[src/rtl/nbh_pkg.sv]
// Package for the NMEA baud rate hunter: sizes, register indexes, character codes.
package nbh_pkg;

	localparam int MAX_CHUNK  = 511;
	localparam int RATE_COUNT = 4;
	localparam int RATE_SLOTS = 4;
	localparam int CHUNK_W    = $clog2(MAX_CHUNK + 1);
	localparam int PROD_W     = CHUNK_W + 3;
	localparam int RATE_W     = 22;
	localparam int INTERVAL_W = 16;
	localparam int IDX_W      = 2;
	localparam int CFG_IDX_W  = 3;

	typedef logic [RATE_W-1:0]     rate_t;
	typedef logic [INTERVAL_W-1:0] interval_t;
	typedef logic [CHUNK_W-1:0]    chunk_cnt_t;
	typedef logic [IDX_W-1:0]      rate_idx_t;

	typedef enum logic [CFG_IDX_W-1:0] {
		REG_INTERVAL   = 3'd0,
		REG_RATE_ZERO  = 3'd1,
		REG_RATE_ONE   = 3'd2,
		REG_RATE_TWO   = 3'd3,
		REG_RATE_THREE = 3'd4
	} cfg_reg_t;

	typedef enum logic {
		OP_BYTE = 1'b0,
		OP_TICK = 1'b1
	} op_t;

	localparam logic [7:0] CH_CR     = 8'h0D;
	localparam logic [7:0] CH_LF     = 8'h0A;
	localparam logic [7:0] PRINT_LO  = 8'h20;
	localparam logic [7:0] PRINT_HI  = 8'h7E;
	localparam logic [7:0] CH_DOLLAR = 8'h24;
	localparam logic [7:0] CH_G      = 8'h47;
	localparam logic [7:0] CH_P      = 8'h50;

	localparam interval_t INTERVAL_RESET = 16'd3000;
	localparam interval_t SILENCE_TOP    = '1;
	localparam rate_t RATE_RESET [RATE_SLOTS] = '{22'd115200, 22'd9600, 22'd38400, 22'd57600};

	function automatic logic is_printable(input logic [7:0] b);
		return (b == CH_CR) || (b == CH_LF) || ((b >= PRINT_LO) && (b <= PRINT_HI));
	endfunction

endpackage

[src/rtl/nmea_baud_rate_hunter.sv]
// NMEA baud rate hunter: chunk judging, silence timer and baud rate rotation.
// A request passes through the input register and then the result register.
// Throughput: one request per cycle while out_ready allows; an input register and the result register
// let one more request enter while a result waits to be taken.
// Reset (arst_n low): chunk counts, silence count and rate index clear, registers
// return to 3000 ticks and rates 115200, 9600, 38400, 57600.
module nmea_baud_rate_hunter
	import nbh_pkg::*;
(
	input  logic                 clk,
	input  logic                 arst_n,
	input  logic                 in_valid,
	output logic                 in_ready,
	input  logic                 operation,
	input  logic [7:0]           rx_byte,
	input  logic                 chunk_end,
	output logic                 out_valid,
	input  logic                 out_ready,
	output logic [RATE_W-1:0]    sel_rate,
	output logic [IDX_W-1:0]     rate_index,
	output logic                 reprobe,
	output logic                 chunk_done,
	output logic                 nmea_seen,
	input  logic                 cfg_we,
	input  logic [CFG_IDX_W-1:0] cfg_index,
	input  logic [RATE_W-1:0]    cfg_data
);

	logic       valid_s1;
	op_t        op_s1;
	logic [7:0] byte_s1;
	logic       end_s1;

	interval_t  interval_q;
	rate_t      rate_q [RATE_SLOTS];

	chunk_cnt_t chunk_len_q, print_q;
	logic       dollar_q, pend_q, conf_q;
	interval_t  silence_q;
	rate_idx_t  index_q;

	logic       out_valid_q;
	rate_t      baud_q;
	rate_idx_t  rate_index_q;
	logic       reprobe_q, done_q, seen_q;

	logic       advance, fire;

	chunk_cnt_t len_n, print_n;
	logic       dollar_n, pend_n, conf_n;
	interval_t  silence_n;
	rate_idx_t  index_n;
	logic       reprobe_n, done_n, seen_n;
	logic [PROD_W-1:0] print_x5, len_x4;
	interval_t  sil_inc;

	assign advance  = !out_valid_q || out_ready;
	assign fire     = valid_s1 && advance;
	assign in_ready = !valid_s1 || advance;

	// input register
	always_ff @(posedge clk or negedge arst_n) begin
		if (!arst_n) begin
			valid_s1 <= 1'b0;
		end else if (in_ready) begin
			valid_s1 <= in_valid;
		end
	end

	always_ff @(posedge clk) begin
		if (in_valid && in_ready) begin
			op_s1   <= op_t'(operation);
			byte_s1 <= rx_byte;
			end_s1  <= chunk_end;
		end
	end

	// configuration registers
	always_ff @(posedge clk or negedge arst_n) begin
		if (!arst_n) begin
			interval_q <= INTERVAL_RESET;
			for (int i = 0; i < RATE_SLOTS; i++) begin
				rate_q[i] <= RATE_RESET[i];
			end
		end else if (cfg_we) begin
			case (cfg_reg_t'(cfg_index))
				REG_INTERVAL:   interval_q <= cfg_data[INTERVAL_W-1:0];
				REG_RATE_ZERO:  rate_q[0]  <= cfg_data;
				REG_RATE_ONE:   rate_q[1]  <= cfg_data;
				REG_RATE_TWO:   rate_q[2]  <= cfg_data;
				REG_RATE_THREE: rate_q[3]  <= cfg_data;
				default: ;
			endcase
		end
	end

	// next state for the request in the input register
	always_comb begin
		len_n     = chunk_len_q;
		print_n   = print_q;
		dollar_n  = dollar_q;
		pend_n    = pend_q;
		conf_n    = conf_q;
		silence_n = silence_q;
		index_n   = index_q;
		reprobe_n = 1'b0;
		done_n    = 1'b0;
		seen_n    = 1'b0;
		print_x5  = '0;
		len_x4    = '0;
		sil_inc   = silence_q;

		if (op_s1 == OP_BYTE) begin
			if (chunk_len_q < CHUNK_W'(MAX_CHUNK)) begin
				len_n = chunk_len_q + 1'b1;
			end
			if (is_printable(byte_s1) && (print_q < CHUNK_W'(MAX_CHUNK))) begin
				print_n = print_q + 1'b1;
			end
			if (pend_q) begin
				conf_n = 1'b1;
			end
			if (dollar_q && ((byte_s1 == CH_G) || (byte_s1 == CH_P))) begin
				pend_n = 1'b1;
			end
			dollar_n = (byte_s1 == CH_DOLLAR);

			print_x5 = PROD_W'(print_n) * PROD_W'(5);
			len_x4   = PROD_W'(len_n) << 2;

			if (end_s1) begin
				done_n = 1'b1;
				seen_n = conf_n && (print_x5 >= len_x4);
				if (seen_n) begin
					silence_n = '0;
				end
				len_n    = '0;
				print_n  = '0;
				dollar_n = 1'b0;
				pend_n   = 1'b0;
				conf_n   = 1'b0;
			end
		end else begin
			if (silence_q != SILENCE_TOP) begin
				sil_inc = silence_q + 1'b1;
			end
			silence_n = sil_inc;
			if (sil_inc >= interval_q) begin
				index_n   = (index_q == IDX_W'(RATE_COUNT - 1)) ? '0 : index_q + 1'b1;
				silence_n = '0;
				reprobe_n = 1'b1;
			end
		end
	end

	always_ff @(posedge clk or negedge arst_n) begin
		if (!arst_n) begin
			chunk_len_q <= '0;
			print_q     <= '0;
			dollar_q    <= 1'b0;
			pend_q      <= 1'b0;
			conf_q      <= 1'b0;
			silence_q   <= '0;
			index_q     <= '0;
			out_valid_q <= 1'b0;
		end else begin
			if (fire) begin
				chunk_len_q <= len_n;
				print_q     <= print_n;
				dollar_q    <= dollar_n;
				pend_q      <= pend_n;
				conf_q      <= conf_n;
				silence_q   <= silence_n;
				index_q     <= index_n;
			end
			if (advance) begin
				out_valid_q <= valid_s1;
			end
		end
	end

	// result register
	always_ff @(posedge clk) begin
		if (fire) begin
			baud_q       <= rate_q[index_n];
			rate_index_q <= index_n;
			reprobe_q    <= reprobe_n;
			done_q       <= done_n;
			seen_q       <= seen_n;
		end
	end

	assign out_valid  = out_valid_q;
	assign sel_rate   = baud_q;
	assign rate_index = rate_index_q;
	assign reprobe    = reprobe_q;
	assign chunk_done = done_q;
	assign nmea_seen  = seen_q;

	a_seen_needs_done: assert property (@(posedge clk) disable iff (!arst_n)
		out_valid |-> (!nmea_seen || chunk_done))
		else $error("verdict without a closed chunk");

	a_tick_or_byte: assert property (@(posedge clk) disable iff (!arst_n)
		out_valid |-> !(reprobe && chunk_done))
		else $error("result marks both a switch and a closed chunk");

	a_print_bound: assert property (@(posedge clk) disable iff (!arst_n)
		print_q <= chunk_len_q)
		else $error("printable count above chunk length");

	a_switch_step: assert property (@(posedge clk) disable iff (!arst_n)
		(fire && reprobe_n) |=> (index_q != $past(index_q)) && (silence_q == '0))
		else $error("rate switch did not advance index or clear silence");

endmodule

[config.mk]
export PLATFORM = sky130hd
export DESIGN_NAME = nmea_baud_rate_hunter
export DESIGN_NICKNAME = d
export VERILOG_FILES = /design/src/rtl/nbh_pkg.sv /design/src/rtl/nmea_baud_rate_hunter.sv
export SDC_FILE = /design/constraint.sdc
export NUM_CORES = 1
export LEC_CHECK = 0
export ABC_AREA = 1
export BUFFER_PORTS_ARGS = -buffer_cell sky130_fd_sc_hd__buf_2
export CORE_ASPECT_RATIO = 0.6
export CORE_MARGIN = 2
export CORE_UTILIZATION = 55
export DETAILED_ROUTE_END_ITERATION = 8
export PLACE_DENSITY_LB_ADDON = 0.05
export SKIP_LAST_GASP = 1
export SLEW_MARGIN = 20
export SYNTH_ARGS = -nofsm -noshare
export SYNTH_HDL_FRONTEND = slang
export SYNTH_SLANG_ARGS = --single-unit
[constraint.sdc]
create_clock -name clk -period 4.8 [get_ports clk]
set_input_delay 0.24 -clock clk [delete_from_list [all_inputs] [get_ports clk]]
set_output_delay 0.24 -clock clk [all_outputs]
set_load 0.05 [all_outputs]
### Word-level counts from Yosys, hierarchy flattened

Index checks and enable logic that the tools add are counted.

| storage, ports and cells | value |
|---|---|
| output and inout port bits | 29 |
| input port bits | 40 |
| bits in registers | 182 |

| operators by class | value |
|---|---|
| equal/unequal tests | 11 |
| reduce and logical (&&, ||, !) cells | 26 |
| multiply operators | 1 |
| bitwise gates (word level) | 3 |
| order comparisons | 7 |
| muxes and demuxes | 26 |
| $add $sub $neg | 4 |

Operator list:

| operator | count |
|---|---|
| 16-bit two-way mux | 6 |
| 9-bit two-way mux | 6 |
| 22-bit binary-select mux with 2-bit select | 1 |
| 22-bit two-way mux | 2 |
| 9-bit by 1-bit adder with 9-bit output, second input constant | 2 |
| 9-bit < comparator, second input constant | 2 |
| 16-bit by 1-bit adder with 16-bit output, second input constant | 1 |
| 8-bit by 4-bit equality test with 1-bit output, second input constant | 2 |
| 8-bit by 7-bit equality test with 1-bit output, second input constant | 2 |
| 16-bit greater-or-equal comparator | 1 |
| 16-bit inequality test, second input constant | 1 |
| 12-bit by 11-bit greater-or-equal comparator with 1-bit output | 1 |
| 9-bit by 3-bit multiplier with 12-bit output, second input constant | 1 |
| 2-bit AND reduction | 6 |
| 8-bit by 6-bit equality test with 1-bit output, second input constant | 1 |
| 8-bit by 6-bit greater-or-equal comparator with 1-bit output, second input constant | 1 |
| 8-bit by 7-bit less-or-equal comparator with 1-bit output, second input constant | 1 |
| 1-bit two-way mux | 8 |
| 3-bit by 2-bit equality test with 1-bit output, second input constant | 2 |
| 1-bit logical AND | 6 |
| 2-bit two-way mux | 3 |
| 3-bit AND reduction | 2 |
| 2-bit nonzero test | 3 |
| 1-bit logical OR | 5 |
| 10 further kinds | 12 |

### Logic depth before layout (Yosys ltp)

Gate-level depths: netlist of run 1.

| depth | value |
|---|---|
| word-level depth | 12 |
| mapped depth | 32 |
| mapped depth without buffers | 31 |

### Worst setup path before layout of run 1

Ideal clock, no wire load.

| timing path | value |
|---|---|
| path type | register -> register |
| from | register byte_s1[7] |
| to | register silence_q[6] |
| clock period less this slack | 4.020 ns |
| buffers on the path | 1 |
| slack | 0.780 ns |
| data required time | 4.683 ns |
| cell stages (with the launch flop) | 30 |
| arrival time | 3.903 ns |
| setup time | 0.117 ns |
| cell sequence | edfxtp_1 inv_2 nand2_4 nor2_4 nand3_2 nand2_4 nand2_4 nor3_1 xor2_1 inv_1 ha_1 ha_1 a21oi_1 nand2_1 a21oi_1 o21bai_1 a21o_1 a21oi_1 xor2_1 ha_1 inv_1 o211ai_1 nor2_2 nand3_2 nand2_2 nand2_2 nand2_4 buf_8 nand2_2 nand2_2 |

| between the ends | value |
|---|---|
| cells in the longest elaborated chain, start to end | 11 |
| elaborated cells between the ends (all ways) | 15 |
| classes of those cells | mul: 1; order compare: 3; eq/ne: 2; mux: 2; reduce/logical: 7 |

RTL lines:

| element | line | RTL |
|---|---|---|
| from (decl) | nmea_baud_rate_hunter.sv:31 | `logic [7:0] byte_s1;` |
| from (signal assigned) | nmea_baud_rate_hunter.sv:73 | `byte_s1 <= rx_byte;` |
| 8-bit by 6-bit greater-or-equal comparator with 1-bit output, or another cell as far along | nbh_pkg.sv:45 | `return (b == CH_CR) \|\| (b == CH_LF) \|\| ((b >= PRINT_LO) && (b <= PRINT_HI));` |
| 1-bit logical AND or 1-bit logical OR (tied branches) | nbh_pkg.sv:45 |  |
| 1-bit logical OR * | nbh_pkg.sv:45 |  |
| 1-bit logical AND * | nmea_baud_rate_hunter.sv:117 | `if (is_printable(byte_s1) && (print_q < CHUNK_W'(MAX_CHUNK))) begin` |
| 9-bit two-way mux * | nmea_baud_rate_hunter.sv:117 |  |
| 9-bit two-way mux * | nmea_baud_rate_hunter.sv:113 | `if (op_s1 == OP_BYTE) begin` |
| 9-bit by 3-bit multiplier with 12-bit output * | nmea_baud_rate_hunter.sv:128 | `print_x5 = PROD_W'(print_n) * PROD_W'(5);` |
| 12-bit by 11-bit greater-or-equal comparator with 1-bit output * | nmea_baud_rate_hunter.sv:133 | `seen_n = conf_n && (print_x5 >= len_x4);` |
| 1-bit logical AND * | nmea_baud_rate_hunter.sv:133 |  |
| 2-bit nonzero test (no line) * | n/a |  |
| 3-bit AND reduction (no line) * | n/a |  |
| to (signal assigned) | nmea_baud_rate_hunter.sv:173 | `silence_q <= silence_n;` |
| to (decl) | nmea_baud_rate_hunter.sv:39 | `interval_t silence_q;` |

Every way passes the cells marked *; elsewhere a longest branch is shown, timed or not. The select of a mux whose other input is x is not followed.
A chain may end at the register's enable or synchronous reset.

### Final worst setup path of run 1

| timing path | value |
|---|---|
| from | register byte_s1[7] |
| to | register silence_q[15] |

The elaborated chain is that of the path after synthesis.

==> metrics, run 1 <==
status=finished, final reports clean; Post-synth EDFFs=37; Clk Latency, worst-skew pair=about 0.43 ns; routed wire length=about 21000 um; fin util=0.632; WS Path Type=reg2reg; total power=around 5200 uW; buffer count from post-CTS setup fixing=0; Worst Clk Skew=between 0.007 and 0.008 ns; final setup vio count=0; Final period util=0.917; CTS tree=built; Synth top area share=0.322; Crit-path slowest cell=edfxtp_1; row count=37; first-pass iteration count of the detailed router=5; H-tree levels=4; Die X=approximately 170 um; most common flop cell mapped by yosys=dfrtp_1; Synth Register Bits=roughly 180; synthesized instance count=roughly 1100; Final min period=around 4.4 ns; nets@finish=1233; Vias=~7200; crit start category=flop; root buf cell=clkbuf_16; setup TNS=0 ns; Yosys top cell by area=dfrtp_1; grt total ovfl=0; die height=about 110 um; Clock Sinks=approximately 180; worst path arrival time=4.72 ns; commonest non-fill, non-tap cell in the layout=nand2_1; most frequent cells in the layout=275 x nand2_1, 160 x inv_1, 122 x dfrtp_1; die area=18300 um2; HP Class=in2reg; initial antenna violation count=0; RD Place Congestion=0.846; Yosys warning count=0; syn_nets=1166; Pwr per Cell Area=481 nW/um2; layout cells sized above 1=0.163; Critical Path End Type=flop; Critical Path RT=slightly above 5 ns; port bufs=a little under 70; Fmax achieved=around 0.23 GHz; Residual DRC=0; Leak Pwr=around 0.0054 uW; Antenna Nets Post-Route=0; largest fanout on the critical path=16; largest net degree at the start of global routing=95; Avg Cell Area, Syn=between 8 and 9 um2; Starting Density=0.558; max-slew violation count=0; Clock Tree Buf Depth=2; cts bufs inserted=17; Reg clk slew, reported paths=roughly 0.06 ns; Vias per Instance=between 5 and 6; mapped cell area=roughly 9500 um2; relative slew slack=0.254; drt initial violations=slightly below 600; Syn-to-layout area delta=13.3%; post-synth cell types=between 40 and 50; max-cap violations=0; CP max stage delay=about 0.42 ns; number of fill cells=1474; largest cells by area after synthesis=dfrtp_1 32%, edfxtp_1 12%, nand2_1 11%, dfstp_2 6.4%, inv_1 6.3%; Final WS setup=0.397 ns; post-DP HPWL=13900 um; Post-synth ARST share=0.797; RSZ-0062 raised after global routing=no; vias in the first global route=6757; core footprint=roughly 17000 um2; Least-Margin Pin Slew=1.12 ns; VDD IR max=~280 uV; post-synthesis sequential area ratio=0.503; final hold vios=0; Ports=69; global-route wire length before repair=approximately 35000 um; Total GRT Usage=0.241; drt wl/cell=around 15 um; Inserted Diodes=0; dpl ws=about 0.29 ns
-- flip-flops by register name (all words and copies together) (netlist names), 2 cells and up --
| register | count |
|---|---|
| rate_q | 88 |
| sel_rate | 22 |
| interval_q | 16 |
| silence_q | 16 |
| chunk_len_q | 9 |
| print_q | 9 |
| byte_s1 | 8 |
| index_q | 2 |
| rate_index | 2 |
-- synthesized netlist by cell type, types with 2 or more instances --
library cell,count
a21boi_0,2
a21oi_1,17
a31oi_1,5
buf_2,14
buf_6,2
clkbuf_1,22
dfrtp_1,122
dfstp_2,23
edfxtp_1,37
ha_1,43
inv_1,160
inv_2,8
nand2_1,275
nand2_2,22
nand2_4,4
nand3_1,22
nand3_2,8
nand4_1,22
nor2_1,36
nor2_2,4
nor2_4,3
nor3_1,8
nor3_2,3
nor4_1,4
o211ai_1,46
o21ai_0,114
o21bai_1,2
o22ai_1,14
xnor2_1,9
xor2_1,17
-- worst max-delay path: cells and delay by family, from the launching register on --
kind	cells	cell delay [ns]
AOI/OAI and AO/OA	6	0.99
DFF	1	0.42
buffers and inverters	3	0.25
xor gates and xnor gates	2	0.33
adders and majority gates	3	1.01
and+or+nand+nor	14	1.28
-- repair_timing --
action                                  4_1_cts  5_1_grt
hold buffers                                 10        1
gates resized for setup                       0        4
endpoints found under the setup margin        0       16
endpoints found under the hold margin        83        1
-- power by group --
| group | internal, uW | switching [uW] |
|---|---|---|
| Sequential | 1960 | 162 |
| Clock | 775 | 616 |
| Combinational | 524 | 1130 |
| Total | 3260 | 1900 |
-- worst paths after layout --
kind | startpoint | endpoint | slack, ns | cells past startpoint
setup / recovery | byte_s1[7]$_DFFE_PP_ | silence_q[15]$_DFFE_PN0P_ | 0.40 | 28
hold / removal | in_valid | valid_s1$_DFFE_PN0N_ | 0.06 | 3
setup reg to reg | byte_s1[7]$_DFFE_PP_ | silence_q[15]$_DFFE_PN0P_ | 0.40 | 28
hold reg to reg | silence_q[3]$_DFFE_PN0P_ | silence_q[3]$_DFFE_PN0P_ | 0.48 | 2
max in group asynchronous | arst_n | silence_q[12]$_DFFE_PN0P_ | 3.16 | 3
min in group asynchronous | arst_n | rate_q[18]$_DFFE_PN0P_ | 0.44 | 2
-- cell type report --
type / instances / area [um2] / area share
Sequential cell: 182 / 4770 / 0.444
Multi-Input combinational cell: 691 / 3900 / 0.363
Inverter: 169 / 634 / 0.0591
Timing Repair Buffer: 88 / 562 / 0.0523
Clock buffer: 19 / 433 / 0.0403
Tap cell: 234 / 293 / 0.0273
Clock inverter: 13 / 145 / 0.0135
-- kinds of logic (layout without fill, tap and decap cells) --
logic type,Yosys count,count (layout),synth area share
flip-flops,182,182,0.503
AO/OA/AOI/OAI,206,206,0.127
AND/OR/NAND/NOR,414,414,0.197
adder cells (fa/ha/maj),44,44,0.0589
XOR/XNOR,27,27,0.0257
buffers and inverters,209,289,0.0884
-- layer usage --
layer,global-route usage,share of wire
met5,0,0
met4,0.0575,0.012
met3,0.0559,0.046
met2,0.333,0.40
met1,0.380,0.54
-- per-stage QoR --
stage | hold slack, ns | area, um2 | instances
floorplan | -0.0556 | 9480 | 1082
global placement | 0.385 | 10000 | 1353
detailed placement | 0.383 | 10000 | 1353
CTS | 0.00342 | 10700 | 1395
global route | 0.0396 | 10700 | 1396
finish | 0.0597 | 10700 | 1396
Note: power is estimated with default switching activity, not from simulation.
==> run 2, diff against run 1 <==
--- a/config.mk
+++ b/config.mk
@@ -6,10 +6,11 @@
 export NUM_CORES = 1
 export LEC_CHECK = 0
 export ABC_AREA = 1
+export ABC_CLOCK_PERIOD_IN_PS = 4800
 export BUFFER_PORTS_ARGS = -buffer_cell sky130_fd_sc_hd__buf_2
 export CORE_ASPECT_RATIO = 0.6
 export CORE_MARGIN = 2
-export CORE_UTILIZATION = 55
+export CORE_UTILIZATION = 38
 export DETAILED_ROUTE_END_ITERATION = 8
 export PLACE_DENSITY_LB_ADDON = 0.05
 export SKIP_LAST_GASP = 1
==> metrics, run 2 (same netlist as run 1, synthesis figures left out) <==
vias in the first global route=6649 (-1.6%); Worst R2R Path Depth=28 (unchanged); Clk Latency, worst-skew pair=0.45 ns (+0.02 ns); max-slew violation count=0 (unchanged); Reg clk slew, reported paths=0.07 ns (about the same); first-pass iteration count of the detailed router=5 (unchanged); WHS Path Cells=3 (unchanged); buffers plus inverters on the worst setup path=3 (unchanged); setup TNS=0 ns (unchanged); root buf cell=clkbuf_16; crit start category=flop; FF-to-FF setup slack=0.45 ns (+0.05 ns); cts bufs inserted=17 (unchanged); Clk pwr share=0.270 (about the same); Die X=208 um (+20%); flip-flop count of the largest register after layout=88 (unchanged); Starting Density=0.390 (-0.168); HP Class=in2reg; Inserted Diodes=0 (unchanged); largest net degree at the start of global routing=91 (-4.2%); grt total ovfl=0 (unchanged); R2R Path Start=byte_s1[7]$_DFFE_PP_; CTS tree=built; RSZ-0062 raised after global routing=no; Critical Path End Type=flop; WS Path Type=reg2reg; final setup vio count=0 (unchanged); core footprint=24300 um2 (+43%); nets@finish=1236 (+0.24%); Clock Sinks=182 (unchanged); relative slew slack=0.298 (+0.0440); worst path arrival time=4.74 ns (+0.02 ns); P_int=3200 uW (-1.7%); drt wl/cell=15.7 um (+6.1%); Fmax achieved=0.230 GHz (+1.1%); row count=44 (+19%); Critical R2R Capture=silence_q[2]$_DFFE_PN0P_; Clock Tree Buf Depth=2 (unchanged); commonest non-fill, non-tap cell in the layout=nand2_1; VDD IR max=237 uV (-15%); Ports=69 (unchanged); largest fanout on the critical path=16 (unchanged); die area=26300 um2 (+43%); H-tree levels=4 (unchanged); CP max stage delay=0.43 ns (about the same); Pwr per Cell Area=476 nW/um2 (-1.0%); register bank with the most flops=rate_q; Worst Clk Skew=0.00934 ns (+0.00139 ns); drt initial violations=507 (-15%); CP dominant cell by count=nand2_4; min-delay src=in_valid; Seq pwr share=0.413 (+0.002); most frequent cells in the layout=275 x nand2_1, 160 x inv_1, 122 x dfrtp_1; die height=126 um (+20%); WHS Endpoint=valid_s1$_DFFE_PN0N_; max-cap violations=0 (unchanged); Critical Path RT=5.19 ns (+0.07 ns); fin util=0.445 (-0.187); Antenna Nets Post-Route=0 (unchanged); Final WS setup=0.446 ns (+0.0491 ns); port bufs=68 (unchanged); Total GRT Usage=0.187 (-0.0544); Psw=1950 uW (+2.2%); post-DP HPWL=15700 um (+13%); layout cells sized above 1=0.165 (+0.00216); routed wire length=23300 um (+13%); Vias per Instance=4.82 (-6.8%); dpl ws=0.366 ns (+0.0779 ns); Syn-to-layout area delta=14.1%; Vias=7173 (-0.73%); buffer count from post-CTS setup fixing=0 (unchanged); combinational share of power=0.317 (-0.003); Least-Margin Pin Slew=1.05 ns (-0.0670 ns); status=finished, final reports clean; RD Place Congestion=0.789 (-6.8%); switching share of total power=0.378 (+0.00911); Final min period=4.35 ns (-0.0491 ns); critical path's top delay family=simple AND/OR/NAND/NOR gates; global-route wire length before repair=37600 um (+8.1%); Crit-path slowest cell=edfxtp_1; initial antenna violation count=0 (unchanged); Leak Pwr=0.00539 uW (about the same); Residual DRC=0 (unchanged); crit path from=byte_s1[7]$_DFFE_PP_; final hold vios=0 (unchanged); Final period util=0.907 (-0.0102)
run 2: cell count changes in the layout (fill, tap and decap cells not counted), sizes merged:
cell	before	now
clkinv	4	8
buf	77	80
clkinvlp	2	0
bufinv	2	1
clkbuf	19	18
run 2: cell type report:
cell class / instances / area, um2
inverters: 169 / 634
repair buffers: 91 / 559
clock buffers: 18 / 450
well taps: 322 / 403
clock inverters: 14 / 120
multi-input cells: 691 / 3880
fillers: 2447 / 13500
flip-flops and latches: 182 / 4770
run 2: worst reg2reg max path, delay by kind of cell, from the launching register on:
family,cells,cell delay [ns]
AO/OA/AOI/OAI,6,0.81
buffers and inverters,3,0.27
XOR/XNOR,2,0.39
adder cells (fa/ha/maj),3,0.96
AND/OR/NAND/NOR,14,1.44
flip-flops,1,0.43
run 2: timing repair:
action,CTS,global route
hold buffers,11,0
endpoints found under the setup margin,0,16
resized for setup,0,2
hold endpoints to repair,59,0
run 2: how the worst max path moves through the flow:
stage                               endpoint  slack [ns]  depth (start not counted)
floorplan           silence_q[6]$_DFFE_PN0P_        0.78                         29
global placement    silence_q[0]$_DFFE_PN0P_        0.43                         28
detailed placement  silence_q[0]$_DFFE_PN0P_        0.37                         29
CTS                 silence_q[2]$_DFFE_PN0P_        0.31                         29
global route        silence_q[2]$_DFFE_PN0P_        0.02                         29
finish              silence_q[2]$_DFFE_PN0P_        0.45                         28
run 2: power by group through the flow:
stage | combinational (uW) | sequential [uW] | clock [uW]
after floorplan | 943 | 2410 | 0
final | 1630 | 2130 | 1390
after global routing | 1860 | 2160 | 1510
after global placement | 1650 | 2150 | 0
after CTS | 1660 | 2130 | 1440
after detailed placement | 1640 | 2150 | 0
run 2: through the flow:
stage                     hold slack [ns]  area [um2]  cells  power (uW)
after floorplan                   -0.0556        9480   1082        3350
after global placement              0.253       10100   1444        3800
after detailed placement            0.257       10100   1444        3790
after CTS                          0.0287       10800   1487        5220
after global routing               0.0774       10800   1487        5530
final                              0.0435       10800   1487        5150
run 2: metal layers:
| metal | global-route usage | up-vias | routed length, um |
|---|---|---|---|
| met1 | 0.307 | 3345 | 13400 |
| li1 | - | 3683 | - |
| met5 | 0 | - | 0 |
| met2 | 0.239 | 129 | 8720 |
| met4 | 0.0476 | 0 | 213 |
| met3 | 0.0421 | 16 | 963 |
==> run 3, diff against run 2 <==
--- a/config.mk
+++ b/config.mk
@@ -6,7 +6,7 @@
 export NUM_CORES = 1
 export LEC_CHECK = 0
 export ABC_AREA = 1
-export ABC_CLOCK_PERIOD_IN_PS = 4800
+export ABC_CLOCK_PERIOD_IN_PS = 3850
 export BUFFER_PORTS_ARGS = -buffer_cell sky130_fd_sc_hd__buf_2
 export CORE_ASPECT_RATIO = 0.6
 export CORE_MARGIN = 2
@@ -14,7 +14,6 @@
 export DETAILED_ROUTE_END_ITERATION = 8
 export PLACE_DENSITY_LB_ADDON = 0.05
 export SKIP_LAST_GASP = 1
-export SLEW_MARGIN = 20
 export SYNTH_ARGS = -nofsm -noshare
 export SYNTH_HDL_FRONTEND = slang
 export SYNTH_SLANG_ARGS = --single-unit
==> constraint.sdc (replaced) <==
create_clock -name clk -period 3.85 [get_ports clk]
set_input_delay 0.1925 -clock clk [delete_from_list [all_inputs] [get_ports clk]]
set_output_delay 0.1925 -clock clk [all_outputs]
set_load 0.05 [all_outputs]
==> metrics, run 3 (same netlist as run 1, synthesis figures left out) <==
Inserted Diodes=0 (unchanged); Vias per Instance=4.77 (-1.2%); GR Util met3=0.0418 (-0.000248); met2 GRT Util=0.266 (+0.0266); final hold vios=0 (unchanged); Final period util=1.08 (+0.169); Worst Clk Skew=0.0109 ns (+0.00154 ns); die area=26300 um2 (unchanged); Critical Path End Type=flop; max-cap violations=0 (unchanged); Least-Margin Pin Slew=1.06 ns (+0.0141 ns); routed wire length=24200 um (+3.7%); CP dominant cell by count=nand2_2; layout cells sized above 1=0.258 (+0.0928); root buf cell=clkbuf_16; RD Place Congestion=0.810 (+2.7%); Starting Density=0.390 (unchanged); Syn-to-layout area delta=24.9%; Residual DRC=0 (unchanged); Reg clk slew, reported paths=0.07 ns (about the same); setup TNS=-4.68 ns (-4.68 ns); CP max stage delay=0.42 ns (about the same); Die X=208 um (unchanged); register area=4770 um2 (unchanged); post-DP HPWL=16000 um (+2.0%); global-route wire length before repair=39000 um (+3.6%); relative slew slack=0.289 (-0.00872); number of fill cells=2430 (-0.69%); drt wl/cell=15.4 um (-1.4%); H-tree levels=4 (unchanged); VDD IR max=263 uV (+11%); Vias=7453 (+3.9%); Fmax achieved=0.241 GHz (+5.1%); WS Path Type=reg2reg; Crit-path slowest cell=edfxtp_1; first-pass iteration count of the detailed router=5 (unchanged); worst path arrival time=4.49 ns (-0.25 ns); flip-flop count of the largest register after layout=88 (unchanged); Leak Pwr=0.00582 uW (+7.9%); die height=126 um (unchanged); row count=44 (unchanged); RSZ-0062 raised after global routing=yes; cts bufs inserted=17 (unchanged); max-slew violation count=0 (unchanged); Critical Path RT=4.19 ns (-1.00 ns); failing checks=setup timing; Antenna Nets Post-Route=0 (unchanged); Final min period=4.14 ns (-0.209 ns); Design Area, Final=11800 um2 (+9.4%); grt total ovfl=0 (unchanged); Final WS setup=-0.294 ns (-0.741 ns); drt initial violations=487 (-3.9%); Clk Latency, worst-skew pair=0.45 ns (about the same); initial antenna violation count=0 (unchanged); Total GRT Usage=0.192 (+0.00489); met1 Resource Use GR=0.300 (-0.00725); most frequent cells in the layout=270 x nand2_1, 152 x inv_1, 122 x dfrtp_1; multi-input logic area=4260 um2 (+9.7%); core footprint=24300 um2 (unchanged); crit start category=flop; gr busiest metal=met1; DP Area=10700 um2 (+5.2%); Ports=69 (unchanged); port bufs=68 (unchanged); largest fanout on the critical path=8 (-8); Clock Tree Buf Depth=2 (unchanged); CTS tree=built; final setup vio count=17 (+17); Pwr per Cell Area=570 nW/um2 (+20%); nets@finish=1313 (+6.2%); Clock Sinks=182 (unchanged); vias in the first global route=7128 (+7.2%); register bank with the most flops=rate_q; status=complete, but fails checks; largest net degree at the start of global routing=92 (+1.1%); HP Class=in2reg; commonest non-fill, non-tap cell in the layout=nand2_1; total power=6750 uW (+31%)
==> run 3: cell types whose count changed in the layout (fill, tap and decap cells not counted), moves of 5 or more <==
| cell | before | now |
|---|---|---|
| buf_4 | 11 | 78 |
| ha_1 | 43 | 30 |
| ha_4 | 0 | 12 |
| inv_1 | 160 | 152 |
| a21oi_1 | 17 | 10 |
| inv_2 | 9 | 16 |
| a21oi_2 | 1 | 7 |
| nand2_1 | 275 | 270 |
==> run 3: stage by stage <==
step / cells / worst slack (ns) / hold slack (ns) / util
2_1_floorplan: 1082 / 0.0218 / -0.103 / -
3_3_place_gp: 1502 / -0.325 / 0.346 / 0.438
3_5_place_dp: 1502 / -0.429 / 0.348 / 0.438
4_1_cts: 1558 / -0.297 / 0.0273 / 0.477
5_1_grt: 1564 / -0.585 / 0.0446 / 0.487
6_report: 1564 / -0.294 / 0.0442 / 0.487
==> run 3: layer usage <==
metal,up-vias,wire length (um)
li1,3820,-
met5,-,0
met4,0,183
met3,14,906
met2,123,9660
met1,3496,13400
==> run 3: report_power, final <==
part,internal [uW],switching (uW),leakage [uW]
sequential,2440,198,0.00218
combinational,810,1520,0.00335
clock,959,817,0.000289
==> run 3: final cells by class <==
class,count,share of cell area
Clock buffer,21,0.0397
Sequential cell,182,0.403
Multi-Input combinational cell,693,0.360
Timing Repair Buffer,166,0.100
Clock inverter,11,0.00962
Inverter,169,0.0538
Tap cell,322,0.0340
==> run 3: worst paths after layout <==
kind | startpoint | to | slack, ns | cells after the start
max in group asynchronous | arst_n | rate_q[51]$_DFFE_PN1P_ | 2.53 | 3
min in group asynchronous | arst_n | print_q[4]$_DFFE_PN0P_ | 0.38 | 2
min | cfg_data[16] | rate_q[82]$_DFFE_PN1P_ | 0.04 | 3
max reg2reg | byte_s1[4]$_DFFE_PP_ | silence_q[7]$_DFFE_PN0P_ | -0.29 | 28
max | byte_s1[4]$_DFFE_PP_ | silence_q[7]$_DFFE_PN0P_ | -0.29 | 28
min reg2reg | rate_q[68]$_DFFE_PN0P_ | rate_q[68]$_DFFE_PN0P_ | 0.48 | 2
==> run 3: what timing repair did <==
action / 4_1_cts / 5_1_grt
endpoints found under the setup margin: 17 / 40
endpoints found under the hold margin: 91 / 0
cloned: 1 / 1
gates resized for setup: 24 / 38
pin swaps: 37 / 28
hold buffers: 12 / 0
buffers inserted: 11 / 5
==> run 3: critical path, delay by kind of cell, from the launching register on <==
kind | cells | cell delay, ns
DFF | 1 | 0.42
buffers and inverters | 6 | 0.63
adders and majority gates | 3 | 0.73
and+or+nand+nor | 16 | 1.76
AOI/OAI and AO/OA | 1 | 0.15
xor gates and xnor gates | 2 | 0.35
